## config.mk

```make
export PLATFORM = sky130hd
export DESIGN_NAME = cspa_cell
export DESIGN_NICKNAME = d
export VERILOG_FILES = /design/src/rtl/core/cspa_pkg.sv /design/src/rtl/core/cspa_cell.sv
export SDC_FILE = /design/constraint.sdc
export NUM_CORES = 1
export LEC_CHECK = 0
export ABC_AREA = 0
export BUFFER_PORTS_ARGS = -buffer_cell sky130_fd_sc_hd__buf_4
export CORE_ASPECT_RATIO = 0.6
export CORE_MARGIN = 1
export CORE_UTILIZATION = 55
export DETAILED_ROUTE_END_ITERATION = 10
export PLACE_DENSITY = 0.88
export SLEW_MARGIN = 10
export SYNTH_ARGS = -nofsm -noshare
export SYNTH_HDL_FRONTEND = slang
export SYNTH_SLANG_ARGS = --single-unit
```

## constraint.sdc

```tcl
create_clock -name clk -period 6.5 [get_ports clk]
set_input_delay 0.975 -clock clk [delete_from_list [all_inputs] [get_ports clk]]
set_output_delay 0.975 -clock clk [all_outputs]
set_load 0.1 [all_outputs]
```

## src/rtl/core/cspa_pkg.sv

```systemverilog
// call stack profile aggregator: shared package
// command and status codes, table cell control bundle; no dependencies
`timescale 1ns / 1ps

package cspa_pkg;

	localparam logic [1:0] CMD_BEGIN = 2'd0;
	localparam logic [1:0] CMD_END   = 2'd1;
	localparam logic [1:0] CMD_READ  = 2'd2;

	localparam logic [2:0] ST_OK        = 3'd0;
	localparam logic [2:0] ST_STACK_FUL = 3'd1;
	localparam logic [2:0] ST_TABLE_FUL = 3'd2;
	localparam logic [2:0] ST_MISMATCH  = 3'd3;
	localparam logic [2:0] ST_BAD_INDEX = 3'd4;

	typedef struct packed {
		logic        load;
		logic        acc;
		logic [31:0] key;
		logic [63:0] dt;
	} cell_ctl_t;

endpackage

```

## src/rtl/core/cspa_cell.sv

```systemverilog
// one table cell: key, call count and tick total plus a search token stage
// depends on cspa_pkg
`timescale 1ns / 1ps

module cspa_cell #(
	parameter int KW = 32
) (
	input  logic               clk,
	input  logic               arst_n,
	input  logic               tok_in,
	input  logic               valid,
	input  logic               sel,
	input  cspa_pkg::cell_ctl_t ctl,
	output logic               tok_out,
	output logic               hit,
	output logic               dead,
	output logic [KW-1:0]      key_o,
	output logic [31:0]        calls_o,
	output logic [63:0]        total_o
);

	logic          tok_q;
	logic [KW-1:0] key_q;
	logic [31:0]   calls_q;
	logic [63:0]   total_q;
	logic          match;

	always_ff @(posedge clk or negedge arst_n) begin
		if (!arst_n) begin
			tok_q <= 1'b0;
		end else begin
			tok_q <= tok_in;
		end
	end

	always_ff @(posedge clk) begin
		if (sel && ctl.load) begin
			key_q   <= ctl.key[KW-1:0];
			calls_q <= 32'd0;
			total_q <= 64'd0;
		end else if (sel && ctl.acc) begin
			calls_q <= calls_q + 32'd1;
			total_q <= total_q + ctl.dt;
		end
	end

	assign match   = (key_q == ctl.key[KW-1:0]);
	assign hit     = tok_q & valid & match;
	assign tok_out = tok_q & valid & ~match;
	assign dead    = tok_q & ~valid;
	assign key_o   = key_q;
	assign calls_o = calls_q;
	assign total_o = total_q;

endmodule

```

[Word-level counts from Yosys, hierarchy flattened]
Cells that the tools add are included.
Word-level totals
  bits in registers: 129
  input bits: 103
  output and inout bits: 131
Cells by class
  reduce and logical (&&, ||, !) cells: 2
  bitwise operators: 6
  equal/unequal tests: 1
  add/sub/neg operators: 2
Operators by type and width (number)
  $add 64x64->64: 1
  $add 32x1->32 const B: 1
  $eq 32x32->1: 1
  $and 1x1->1: 4
  $logic_and 1x1->1: 2
  $not 1->1: 2

[Depth between registers and ports, before layout]
  depth in word-level cells: 3
  gate-level depth with buffers: 13
  depth with buffers taken out: 13

[Worst setup path before layout]
Ideal clock, no wire load.
  path type: register -> output
  from: reg key_q[26], in the netlist key_o[26]
  to: out hit
  data arrival time: 2930 ps
  stages on the path, launching flop included: 6
  required time: 5525 ps
  path buffers: 0
  setup slack: 2595 ps
  cell sequence: edfxtp_1 -> xnor2_1 -> nand4_1 -> nor4_1 -> nand2_1 -> nor2_1
Between the ends
  word-level cells in the longest chain between the ends: 2
RTL lines
  start, declared: line cspa_cell.sv:23  | logic [KW-1:0] key_q;
  start signal, assigned: line cspa_cell.sv:38  | key_q <= ctl.key[KW-1:0];
  $eq 32x32->1: line cspa_cell.sv:47  | assign match = (key_q == ctl.key[KW-1:0]);
  $and 1x1->1: line cspa_cell.sv:48  | assign hit = tok_q & valid & match;
  end, declared: line cspa_cell.sv:15  | output logic hit,
Every way passes these cells.

[Worst setup path in the final report]
  from: in ctl[0] in the netlist's numbering
  to: reg total_q[58], in the netlist total_o[58]
Between the ends
  word-level cells in the longest chain between the ends: 1
RTL lines
  start, declared: line cspa_cell.sv:13  | input cspa_pkg::cell_ctl_t ctl,
  $add 64x64->64: line cspa_cell.sv:43  | total_q <= total_q + ctl.dt;
  end signal, assigned: line cspa_cell.sv:43
  end, declared: line cspa_cell.sv:25  | logic [63:0] total_q;
Every way passes these cells.
A chain may end at the register's enable or synchronous reset.

==> run metrics <==
P_int=roughly 2100 uW; Layout Area Growth over Synthesis=28.0%; area of the core=about 15000 um2; synthesized instance count=between 1000 and 1500; WP data arrival=between 4 and 5 ns; Initial DRC Count=approximately 1100; drc violations=0; WL final=about 27000 um; RSZ-0062 raised after global routing=false; DR vias/cell=between 6 and 7; fin crit period=between 3 and 4 ns; Mapped Area=roughly 8600 um2; Synth area leaders=dfxtp_1 22%, edfxtp_1 11%, ha_1 9.3%, a21oi_1 7.6%, xnor2_1 7.0%; GPL Wtd Cong=around 0.99; pwr dens=between 300 and 400 nW/um2; antenna violations before repair=0; die width=163 um; Overflow after GRT=0; Final Cell Area=between 10000 and 15000 um2; Reg power frac=24.3%; Cell Chain, Critical Path=buf_4 -> ha_1 -> fa_1 -> a21o_1 -> a41oi_2 -> nand3_1 -> a21oi_1 -> o21ai_2 -> a31oi_1 -> o21ai_2 -> a21oi_1 -> o21ai_1 -> xor2_1 -> a22o_1; final hold vios=0; largest area contributor in the netlist=dfxtp_1; CTS Root Cell=clkbuf_16; largest fanout on the critical path=4; number of buffers and inverters on the critical path=1; # IOs=234; layout cell share with drive strength beyond 1=a little under a quarter; CTS tree=built; CTS sink count=roughly 130; routed vias=roughly 9000; post-synthesis async set-or-reset flop share=less than 1%; syn avg cell area=8.21 um2; period utilisation layout=just over 60%; top achievable clock speed=about 250 MHz; fillcell total=approximately 1100; Leak=0.00492 uW; # hold bufs at CTS=0; final antenna-violating net count=0; Worst-path clk slew=0.07 ns; IO buf count=about 230; Max Slew Vio Count=0; dominant synthesized flop cell=dfxtp_1; number of synthesized flops with an enable pin=32; fin nets=around 1400; Synth top area share=approximately 22%; HP Class=in2async; Fin Setup TNS=0 ns; # diodes=0; status=finished clean; post-synthesis sequential area ratio=33.9%; Initial Utilization=around 58%; clock skew=roughly 0.013 ns; relative slew slack=33.2%; power share of the combinational group=a little over half; # setup viols final=0; slowest stage cell, crit path=fa_1; Worst Path Required=6.81 ns; Syn Nets=1213; clock latency on the worst-skew pair=approximately 0.42 ns; critical path type=in2reg; Peak VDD IR=between 0.3 and 0.4 mV; crit-path max cell delay=0.47 ns; Max-Cap Viols=0; top cell family by delay on the critical path=compound AO/OA/AOI/OAI gates; Tightest Pin Transition=~1.0 ns; largest net degree at the start of global routing=71; CTS resizes=0; GRT Overall Usage=approximately a third; DRT Pass-1 Iters=6; CTS Buf Count=17; vias in the first global route=around 8000; clock power share=22.8%; CTS Buffer Depth=2; Area after DPL=about 10000 um2; Synth Warn #=0; P_sw=2140 uW; Yosys cell types=66; Detailed Place HPWL=just over 20000 um; Yosys reg bits=approximately 130; Die Outline Area=approximately 16000 um2; chip height=between 90 and 100 um; Post-CTS Setup Inserts=0; routed len/inst=18.3 um; Switching Share=between 50 and 60%; H-tree levels=4; startpoint types=input pin; row count=34; first-pass GRT wire length=~42000 um; Crit. End Element=register
-- final timing paths --
path                                  start     endpoint  slack (ns)  depth (start not counted)
worst min-delay path                 arst_n        tok_q        0.32                          1
worst min register to register  total_o[26]  total_o[26]        0.48                          2
min in group clk                total_o[26]  total_o[26]        0.48                          2
max in group asynchronous            arst_n        tok_q        6.10                          1
worst max register to register   total_o[0]  total_o[58]        2.88                         13
worst max-delay path                 ctl[0]  total_o[58]        2.54                         14
-- logic make-up after synthesis --
| kind of cell | Yosys count | share of synthesized area (%) |
|---|---|---|
| AOI/OAI and AO/OA | 294 | 21.7 |
| xor gates and xnor gates | 113 | 11.5 |
| adders and majority gates | 65 | 9.57 |
| buffers and inverters | 64 | 3.02 |
| DFF | 129 | 33.9 |
| muxes | 2 | 0.233 |
| and+or+nand+nor | 378 | 20.0 |
-- synth_stat cells (all sizes together), types with 4 or more instances --
library cell and count:
and3 17, a21oi 132, inv 12, nor2 88, nand2b 5, xor2 44, a31oi 5, a22o 17
o21bai 17, ha 64, and2 5, nor2b 8, edfxtp 32, buf 13, a21o 33, o31ai 4
xnor2 69, nand4 32, o21a 7, dfxtp 96, nand3 27, a211oi 5, o21ai 45, clkbuf 39
nand2 156, nor3 13, or3 12, nor4 6, o211ai 6
-- layer usage --
metal	global-route usage, %	up-vias	wire length [um]
met5	0	-	0
met4	9.49	0	468
met3	7.32	44	3050
met2	47.2	523	11100
met1	48.1	4063	12100
li1	-	4163	-
-- registers in the layout, indices dropped and copies added, names as in the netlist --
signal   flops
calls_o     32
tok_q        1
total_o     64
key_o       32
-- metrics by stage --
stage                     std cells  worst slack (ns)  hold slack [ns]  power (uW)  utilization (%)
after floorplan                1045              2.60            0.679        2790                -
after global placement         1427              2.33            0.459        3240             70.0
after detailed placement       1427              2.20            0.469        3270             70.0
after CTS                      1459              2.58            0.315        4240             74.0
after global routing           1459              2.36            0.303        4460             74.0
final                          1459              2.54            0.320        4290             74.0
-- cell type report --
type,count,area [um2],share of cell area [%]
multi-input cells,852,5420,49.4
clock inverters,15,166,1.51
well taps,198,248,2.25
inverters,12,45.0,0.410
flip-flops and latches,129,2910,26.5
repair buffers,236,1770,16.1
clock buffers,17,425,3.87
-- worst register-to-register path: cells and delay by family (launching register included) --
family                     cells  cell delay (ns)
and+or+nand+nor                1             0.14
AOI/OAI and AO/OA              9             2.22
xor gates and xnor gates       1             0.16
adders and majority gates      2             0.68
DFF                            1             0.33
-- cell usage in the layout, fill, tap and decap left out, types with 5 or more instances in the layout --
cell / count
or3_1: 12
nor3_1: 13
inv_6: 5
o21ai_0: 37
and3_1: 17
o21bai_1: 17
nor2_1: 86
nor2b_1: 8
o21a_1: 7
clkbuf_16: 17
nand4_1: 32
xnor2_1: 69
a21o_1: 33
ha_1: 64
nand2_1: 156
o211ai_1: 6
a22o_1: 17
nor4_1: 6
xor2_1: 44
nand3_1: 27
edfxtp_1: 32
nand2b_1: 5
buf_4: 236
dfxtp_1: 96
a21oi_1: 130
inv_1: 12
-- power by group through the flow --
stage	logic, uW	clock network [uW]	registers, uW
after detailed placement	2210	0	1060
after global placement	2190	0	1050
after CTS	2230	972	1040
final	2260	979	1040
after floorplan	958	0	1830
after global routing	2390	1020	1050
Note: power is estimated with default switching activity, not from simulation.
