<file path="config.mk">
export PLATFORM = sky130hd
export DESIGN_NAME = cspa_ram
export DESIGN_NICKNAME = d
export VERILOG_FILES = /design/src/rtl/core/cspa_ram.sv
export SDC_FILE = /design/constraint.sdc
export NUM_CORES = 1
export LEC_CHECK = 0
export BUFFER_PORTS_ARGS = -buffer_cell sky130_fd_sc_hd__buf_2
export CAP_MARGIN = 30
export CORE_ASPECT_RATIO = 0.9
export CORE_MARGIN = 5
export CORE_UTILIZATION = 45
export DETAILED_ROUTE_END_ITERATION = 7
export PLACE_DENSITY = 0.73
export SETUP_SLACK_MARGIN = 0.3
export SLEW_MARGIN = 10
export SYNTH_ARGS = -nofsm -noshare
export SYNTH_HDL_FRONTEND = slang
export SYNTH_SLANG_ARGS = --single-unit
</file>
<file path="constraint.sdc">
create_clock -name clk -period 4.59 [get_ports clk]
set_input_delay 0.2295 -clock clk [delete_from_list [all_inputs] [get_ports clk]]
set_output_delay 0.2295 -clock clk [all_outputs]
set_load 0.05 [all_outputs]
</file>
<file path="src/rtl/core/cspa_ram.sv">
// generic single write port ram with registered read
// no dependencies
`timescale 1ns / 1ps

module cspa_ram #(
	parameter int WIDTH = 8,
	parameter int DEPTH = 16,
	localparam int AW = (DEPTH > 1) ? $clog2(DEPTH) : 1
) (
	input  logic             clk,
	input  logic             we,
	input  logic [AW-1:0]    waddr,
	input  logic [WIDTH-1:0] wdata,
	input  logic [AW-1:0]    raddr,
	output logic [WIDTH-1:0] rdata
);

	logic [WIDTH-1:0] mem [DEPTH];
	logic [WIDTH-1:0] rdata_q;

	always_ff @(posedge clk) begin
		if (we) begin
			mem[waddr] <= wdata;
		end
		rdata_q <= mem[raddr];
	end

	assign rdata = rdata_q;

endmodule

</file>
# Word level (Yosys, flattened, before mapping)
# Memories as Yosys holds them, arrays and structs flattened. A register that Yosys moved wholly into a read port is not among the register bits.
# Cells that the tools add are included.
[totals]
ff_bits = 0
latchBits = 0
ram_bits = 128
mem_bits_ro = 0
output_inout_bits = 8
elab_cells = 3
n_memories = 1
[op_classes]
add_sub_neg = 0
n_mul = 0
div_mod_pow = 0
magnitude_cmp = 0
n_eq_ne = 0
shift = 0
mux = 2
bitwise_logic = 0
reduce_logical = 0
[memory_table]
columns = ["name", "depth", "width", "rd", "rd_clocked_by_memory_dff", "wr", "line", "rtl"]
rows = [
  ["mem", 16, 8, 1, 1, 1, "18", "logic [WIDTH-1:0] mem [DEPTH];"],
]
[op_table]
columns = ["operator", "n"]
rows = [
  ["2-to-1 mux 1 bit", 2],
]

# Logic depth before layout (Yosys ltp)
# Gate-level depths: netlist of the first run.
[logic_depth]
word_depth = 2
ltp_mapped = 5
mapped_depth_nobuf = 3

# Least setup slack after synthesis of the first run
# No wires, ideal clock.
[synth_timing]
kind = "in2reg"
startpoint = "input port waddr[2]"
endpoint = "memory mem[0][0] (enable)"
t_arrival_ps = 1339
required_time_ps = 4207
path_slack_ps = 2868
stages = 2
n_path_buf = 0
path_cell_list = "or3b_2 -> nor3_1"
[synth_lines]
columns = ["element", "line", "rtl"]
rows = [
  ["from (decl)", "12", "input logic [AW-1:0] waddr,"],
  ["to (decl)", "18", ""],
]
# Straight into the memory's write port.

# Final worst setup path of the first run
[layout_timing]
startpoint = "input port waddr[2]"
endpoint = "memory mem[3][7] (enable)"
# Straight into the memory's write port.

==> results.cfg, run 1 <==
[synthesis]
synth_top_flop_cell = edfxtp_1
synth.most_common_cell = edfxtp_1
synth_top_area_frac = 0.747
synth_area_leaders = edfxtp_1 75%, mux4_2 7.9%, mux4_1 7.1%
yosysUniqueCellTypes = 19
synth_common_cells = 128 x edfxtp_1, 18 x mux4_2, 16 x a22oi_1, 14 x mux4_1, 13 x nor2_1
ys_async_sr_fraction = 0
synth-seq-cells = 136
synthesis.nets = 247
syn-cell-area_mm2 = 0.00515
synthesis.instances = 229
seq_area_frac_synth = 0.778
synth-edff-count = 128
yosysWarnings = 0
synth_top_area_cell = edfxtp_1
avgSynthCellArea_um2 = 22.5

[pwr]
finalPower_uw = 2900
p_per_area_mw_per_mm2 = 481
p_leak_uw = 0.00201
intPower_uw = 2330
ir_worst_vdd_mv = 0.338
power_frac_seq = 0.482
p_sw_uw = 568
swShare = 0.196
p_clk_frac = 0.465
pwr-share-comb = 0.052

[clocking]
ctsResizeCount = 0
cts-htree-levels = 4
clock_latency_ns = 0.41
cts_setup_buffers = 0
cts_tree = built
clk_pin_slew_worst_paths_ns = 0.06
clock-sinks = 136
ctsRootBufferMaster = clkbuf_16
cts_buffers = 17
cts-hold-fix-buffers = 0
clk_path_buf_depth = 2

[critical_path]
cp_slowest_cell = nor2_1
slowest_delay_ns = 0.69
cp-start-kind = input port
crit_chain = buf_2 > or3b_2 > nor2_1
crit_buf_inv = 1
critPathKind = in2reg
required_ns = 4.62
cp_max_fo = 8
crit_family = simple AND/OR/NAND/NOR gates
worstPathArrival_ns = 1.56
crit_path_end_kind = flop

[finish]
drive_above_1_share = 0.265
nets = 285
area_growth_pct = 17.0
num_antenna_cells = 0

[grt]
grtUsageMet3 = 0.0513
busiest_layer = met2
gr-total-overflow = 0
grtUsageTotal = 0.158
grt_pass1_wl_mm = 15.2
grt_pass1_vias = 2566
met2_usage = 0.244
met1_usage = 0.218
grt_max_degree = 33
antenna_found_initial = 0

[timing]
worstMarginPinSlew_ns = 0.955
max_slew_margin = 0.361
hold_violations = 0
period_share = 0.334
tns_ns = 0
fin_crit_ns = 1.53
skew_ns = 0.00657
hold_slack_ns = 0.202
setup-violations-final = 0
slew_violations = 0
fmax_mhz = 652
rsz0062_at_grt = no

[floorplanning]
die_y_um = 111
core-area_mm2 = 0.0113
num_rows = 37
start_util = 0.456
io_pins = 26
die_area_mm2 = 0.0137
die_w_um = 123

[placed_design]
gp_congestion = 0.767
detailed_place_hpwl_mm = 6.18
io_buffer_count = 25

[run_status]
outcome = completed

[drt]
first_iter_violations = 188
wl_per_cell_um = 22.8
vias_per_cell = 5.57
drt-pass1-iter-count = 4
ant_nets = 0
drcViolationCount = 0
vias = 2425
routed_wl_mm = 9.94

[hold_path]
hold_path.class = in2reg

[job]
cap_violations = 0
-- power by group through the flow --
stage | Sequential, uW | Clock, uW | Combinational [uW]
global placement | 1420 | 0 | 147
CTS | 1400 | 1370 | 153
finish | 1400 | 1350 | 152
detailed placement | 1420 | 0 | 152
global route | 1400 | 1430 | 163
floorplan | 1450 | 0 | 70.5
-- placed cells by master (no fill, tap or decap), drive strengths merged --
cell type / n
edfxtp: 128
mux4: 32
buf: 29
clkbuf: 18
a22oi: 16
nor2: 13
nand2: 9
dfxtp: 8
clkinv: 8
bufinv: 4
nor3: 4
nand3b: 2
nand2b: 2
nor2b: 1
and2: 1
and2b: 1
nand3: 1
or3b: 1
clkinvlp: 1
-- metrics by stage --
| stage | worst slack, ns | std cells | util | cell area (um^2) |
|---|---|---|---|---|
| 2_1_floorplan | 2.87 | 229 | - | 5150 |
| 3_3_place_gp | 2.26 | 402 | 0.478 | 5400 |
| 3_5_place_dp | 2.64 | 403 | 0.480 | 5430 |
| 4_1_cts | 3.06 | 434 | 0.533 | 6020 |
| 5_1_grt | 2.99 | 435 | 0.533 | 6020 |
| 6_report | 3.06 | 435 | 0.533 | 6020 |
-- final timing paths --
kind	startpoint	endpoint	slack, ns	depth (start not counted)
max	waddr[2]	mem[3][7]	3.06	3
min	wdata[5]	mem[7][5]	0.20	1
max reg2reg	mem[11][6]	rdata[6]	3.19	3
min reg2reg	mem[11][5]	rdata[5]	0.68	3
-- registers in the layout, indices dropped and copies added, names as in the netlist --
name   cells
mem      128
rdata      8
-- layout make-up --
| cell class | count | area (um^2) |
|---|---|---|
| fillers | 910 | 5270 |
| clock inverters | 13 | 160 |
| multi-input cells | 83 | 1070 |
| well taps | 156 | 195 |
| clock buffers | 18 | 429 |
| repair buffers | 29 | 168 |
| flip-flops and latches | 136 | 4000 |
-- layer usage --
layer | vias to the layer above | wire length (um)
met2 | 97 | 4860
met3 | 10 | 738
met1 | 1268 | 4260
met5 | - | 0
li1 | 1050 | -
met4 | 0 | 82
-- cell families after synthesis --
logic type	count (synthesis)	synth area share
buf+inv	10	0.0168
compound gates	16	0.0233
mux	32	0.150
simple gates	35	0.0318
flops	136	0.778
Power figures use the tool's default switching activity.
==> run 2, diff against run 1 <==
ABC_AREA = 1   (was default)
PLACE_DENSITY = 0.72   (was 0.73)
clock period = 1.5 ns   (was 4.59 ns; I/O delays follow)
==> results.cfg, run 2 <==
[run_status]
outcome = completed

[synthesis]
synth-seq-cells = 136
synth_common_cells = 173 x nand2_1, 128 x edfxtp_1, 100 x inv_1, 97 x nand3_1, 17 x nor2_1
avgSynthCellArea_um2 = 10.5
synthesis.nets = 569
synth.area.mux_share = 0
synth_area_leaders = edfxtp_1 67%, nand2_1 11%, nand3_1 8.4%
synth.most_common_cell = nand2_1
synth_xor_area_frac = 0
synth_top_family_by_area = simple AND/OR/NAND/NOR gates
synth_top_area_frac = 0.667
yosysWarnings = 0
ys_async_sr_fraction = 0
synth-compound-area-share = 0
syn-cell-area_mm2 = 0.00577
synth-edff-count = 128
synth_top_area_cell = edfxtp_1
yosysUniqueCellTypes = 12
seq_area_frac_synth = 0.694
synthesis.instances = 551
synth_fa_ha_area_frac = 0
synth_top_flop_cell = edfxtp_1
yosys.area_share.simple = 0.210

[drt]
routed_wl_mm = 12.7
drt-pass1-iter-count = 5
drcViolationCount = 0
ant_nets = 0
vias_per_cell = 4.98
vias = 3836
first_iter_violations = 358
wl_per_cell_um = 16.5

[clocking]
cts_setup_buffers = 0
clock-sinks = 136
cts-htree-levels = 4
clk_path_buf_depth = 2
ctsRootBufferMaster = clkbuf_16
ctsResizeCount = 0
cts_tree = built
cts_buffers = 17
cts-hold-fix-buffers = 0
clock_latency_ns = 0.41
clk_pin_slew_worst_paths_ns = 0.06

[finish]
largest_reg_flops = 128
nets = 612
area_growth_pct = 17.3
layout_common_cells = 173 x nand2_1, 128 x edfxtp_1, 100 x inv_1, 97 x nand3_1, 25 x buf_2
drive_above_1_share = 0.132
num_antenna_cells = 0
regMostFlops = mem
final_common_cell = nand2_1

[grt]
grt_max_degree = 47
grt_pass1_vias = 3758
antenna_found_initial = 0
grtUsageTotal = 0.176
gr-total-overflow = 0
grt_pass1_wl_mm = 19.8

[floorplanning]
num_rows = 39
die_y_um = 117
io_pins = 26
start_util = 0.456
die_w_um = 129
core-area_mm2 = 0.0126
die_area_mm2 = 0.0152

[critical_path]
crit_chain = buf_2
cp_max_fo = 1
critPathKind = reg2out
crit_buf_inv = 1
worstPathArrival_ns = 1.03
crit_path_start = rdata[2]
slowest_delay_ns = 0.35
regToRegStartpoint = mem[1][5]
cp-start-kind = flop
cp_slowest_cell = dfxtp_1
crit_path_end_kind = output port
required_ns = 1.42
crit_family = flip-flops

[timing]
rsz0062_at_grt = no
finalWorstSetupSlack_ns = 0.400
hold_violations = 0
tns_ns = 0
slew_violations = 0
fin_crit_ns = 1.10
setup-violations-final = 0
skew_ns = 0.00705
period_share = 0.734
worstMarginPinSlew_ns = 0.521
fmax_mhz = 909
max_slew_margin = 0.652

[placed_design]
pre_cts_ws_ns = 0.333
io_buffer_count = 25
gp_congestion = 0.829
detailed_place_hpwl_mm = 7.60

[pwr]
p_per_area_mw_per_mm2 = 1360
finalPower_uw = 9210
p_leak_uw = 0.00295
ir_worst_vdd_mv = 0.917

[hold_path]
hold_path.class = in2reg
hold_start = raddr[3]

[job]
cap_violations = 0
==> run 2: final cells by class <==
| cell class | instances | area, um^2 |
|---|---|---|
| Fill cell | 1033 | 5870 |
| Timing Repair Buffer | 48 | 335 |
| Inverter | 102 | 383 |
| Tap cell | 164 | 205 |
| Sequential cell | 136 | 4000 |
| Clock inverter | 12 | 176 |
| Multi-Input combinational cell | 289 | 1210 |
| Clock buffer | 20 | 447 |
==> run 2: path summary, 6_finish.rpt <==
kind | endpoint | slack, ns | cells after the start
worst max-delay path | rdata[2] | 0.40 | 1
worst min register to register | rdata[5] | 0.66 | 6
worst max register to register | rdata[5] | 0.46 | 6
worst min-delay path | rdata[7] | 0.03 | 3
==> run 2: routing by layer <==
layer | vias to the layer above | global-route usage | share of wire
li1 | 1856 | - | -
met1 | 1778 | 0.240 | 0.43
met2 | 174 | 0.268 | 0.47
met3 | 28 | 0.0468 | 0.079
met4 | 0 | 0.0663 | 0.027
met5 | - | 0 | 0
==> run 2: worst register-to-register path: cells and delay by family (launching register included) <==
| kind | cells | cell delay (ns) |
|---|---|---|
| flip-flops | 1 | 0.35 |
| buffers and inverters | 1 | 0.06 |
| AND/OR/NAND/NOR | 5 | 0.53 |
==> run 2: through the flow <==
step / cells / area (um^2) / hold slack, ns / util
floorplan: 551 / 5770 / 0.174 / -
global placement: 739 / 6140 / 0.445 / 0.486
detailed placement: 739 / 6140 / 0.447 / 0.486
CTS: 771 / 6760 / 0.0142 / 0.535
global route: 771 / 6760 / 0.0197 / 0.535
finish: 771 / 6760 / 0.0288 / 0.535
==> run 2: power by group <==
| part | total (uW) | internal, uW | leakage, uW | switching [uW] |
|---|---|---|---|---|
| combinational | 613 | 162 | 0.00142 | 451 |
| clock | 4320 | 2820 | 0.000300 | 1500 |
| sequential | 4270 | 4250 | 0.00122 | 24.0 |
==> run 2: kinds of logic (layout without fill, tap and decap cells) <==
kind of cell           after synthesis  count (layout)
AND/OR/NAND/NOR                    289             289
flip-flops                         136             136
buffers and inverters              126             182
==> run 3, diff against run 2 <==
PLACE_DENSITY = 0.75   (was 0.72)
clock period = 0.9 ns   (was 1.5 ns; I/O delays follow)
==> results.cfg, run 3 (synthesis gave the netlist of run 2 again) <==
[grt]
antenna_found_initial = 0
gr-total-overflow = 0
grtUsageTotal = 0.187
grt_pass1_wl_mm = 21.2
grt_max_degree = 36
grt_pass1_vias = 3975

[run_status]
outcome = complete, but fails checks
violations = negative setup slack

[timing]
hold_slack_ns = 0.00290
setup-violations-final = 16
max_slew_margin = 0.733
hold_violations = 0
period_share = 1.09
slew_violations = 0
rsz0062_at_grt = yes
fmax_mhz = 1020
finalWorstSetupSlack_ns = -0.0825
fin_crit_ns = 0.983
worstMarginPinSlew_ns = 0.400
skew_ns = 0.00533

[placed_design]
pre_cts_ws_ns = -0.221
gp_congestion = 0.884
io_buffer_count = 25
detailed_place_hpwl_mm = 8.32

[pwr]
intPower_uw = 11400
swShare = 0.239
p_per_area_mw_per_mm2 = 2020
p_leak_uw = 0.00314
p_sw_uw = 3580
p_clk_frac = 0.432
pwr-share-comb = 0.089
power_frac_seq = 0.478
ir_worst_vdd_mv = 1.77

[critical_path]
critPathKind = reg2reg
cp-start-kind = flop
worstPathArrival_ns = 1.28
cp_max_fo = 1
required_ns = 1.20
crit_path_end_kind = flop

[clocking]
cts_buffers = 17
clk_path_buf_depth = 2
cts_tree = built
clock_latency_ns = 0.41
ctsRootBufferMaster = clkbuf_16
cts-htree-levels = 4
clk_pin_slew_worst_paths_ns = 0.06
clock-sinks = 136

[finish]
final_common_cell = nand2_1
multi_input_area_mm2 = 0.00158
drive_above_1_share = 0.276
fill_cells = 944
postLayoutCoreUtil = 0.585
seq_area_mm2 = 0.00401
num_antenna_cells = 0
layout_common_cells = 163 x nand2_1, 128 x edfxtp_1, 97 x inv_1, 53 x nand3_1, 42 x nand3_2
area_growth_pct = 28.3
regMostFlops = mem
nets = 621
largest_reg_flops = 128

[floorplanning]
core-area_mm2 = 0.0126
die_w_um = 129
io_pins = 26
start_util = 0.456
die_area_mm2 = 0.0152
die_y_um = 117
num_rows = 39

[drt]
wl_per_cell_um = 17.4
ant_nets = 0
vias = 4010
drt-pass1-iter-count = 5
first_iter_violations = 558
vias_per_cell = 5.14
routed_wl_mm = 13.6
drcViolationCount = 0

[job]
cap_violations = 0

[hold_path]
hold_path.class = in2reg
## run 3: cell count changes in the layout (fill, tap and decap cells not counted), sizes merged
cell    delta
clkbuf     -1
bufinv     -3
inv        +5
buf        +8
## run 3: area by class of cell
cell class                 instances  share of cell area
tap                              164              0.0277
multi-input combinational        289               0.214
inverter                         102              0.0524
sequential                       136               0.543
timing repair buffer              57              0.0888
clock inverter                    14              0.0167
clock buffer                      18              0.0580
## run 3: path summary, 6_finish.rpt
path / startpoint / endpoint / slack [ns] / cells past startpoint
max: mem[11][1] / rdata[1] / -0.08 / 6
min reg2reg: mem[13][3] / rdata[3] / 0.70 / 6
min: raddr[3] / rdata[5] / 0.003 / 3
max reg2reg: mem[11][1] / rdata[1] / -0.08 / 6
## run 3: stage by stage
stage / TNS, ns / power [uW] / area (um^2) / instances
detailed placement: -21.79 / 8380 / 6380 / 743
global route: -1.40 / 15400 / 7400 / 780
CTS: -0.614 / 14900 / 7240 / 775
global placement: -18.88 / 8360 / 6380 / 743
finish: -0.689 / 14900 / 7400 / 780
floorplan: -1.19 / 7950 / 5910 / 551
## run 3: power groups by stage
stage               combinational [uW]  clock, uW  sequential (uW)
global placement                  1090          0             7260
detailed placement                1120          0             7270
floorplan                          545          0             7400
CTS                               1280       6500             7150
finish                            1340       6460             7150
global route                      1440       6810             7160
## run 3: what timing repair did
item,4_1_cts,5_1_grt
setup endpoints to repair,111,109
buffers inserted,0,5
resized for setup,74,13
pin swaps,25,24
hold endpoints to repair,2,0
## run 3: worst max-delay path: stages, from the launching register on
cell and delay, ns:
edfxtp_1 0.37, inv_1 0.08, nand2_1 0.07, nand3_2 0.09
nand3_2 0.11, nand3_1 0.10, nand2_1 0.06
## run 3: layer usage
layer,part of all wire,GRT usage,up-vias
li1,-,-,1882
met1,0.44,0.267,1913
met2,0.45,0.267,185
met3,0.086,0.0568,30
met4,0.025,0.0728,0
met5,0,0,-
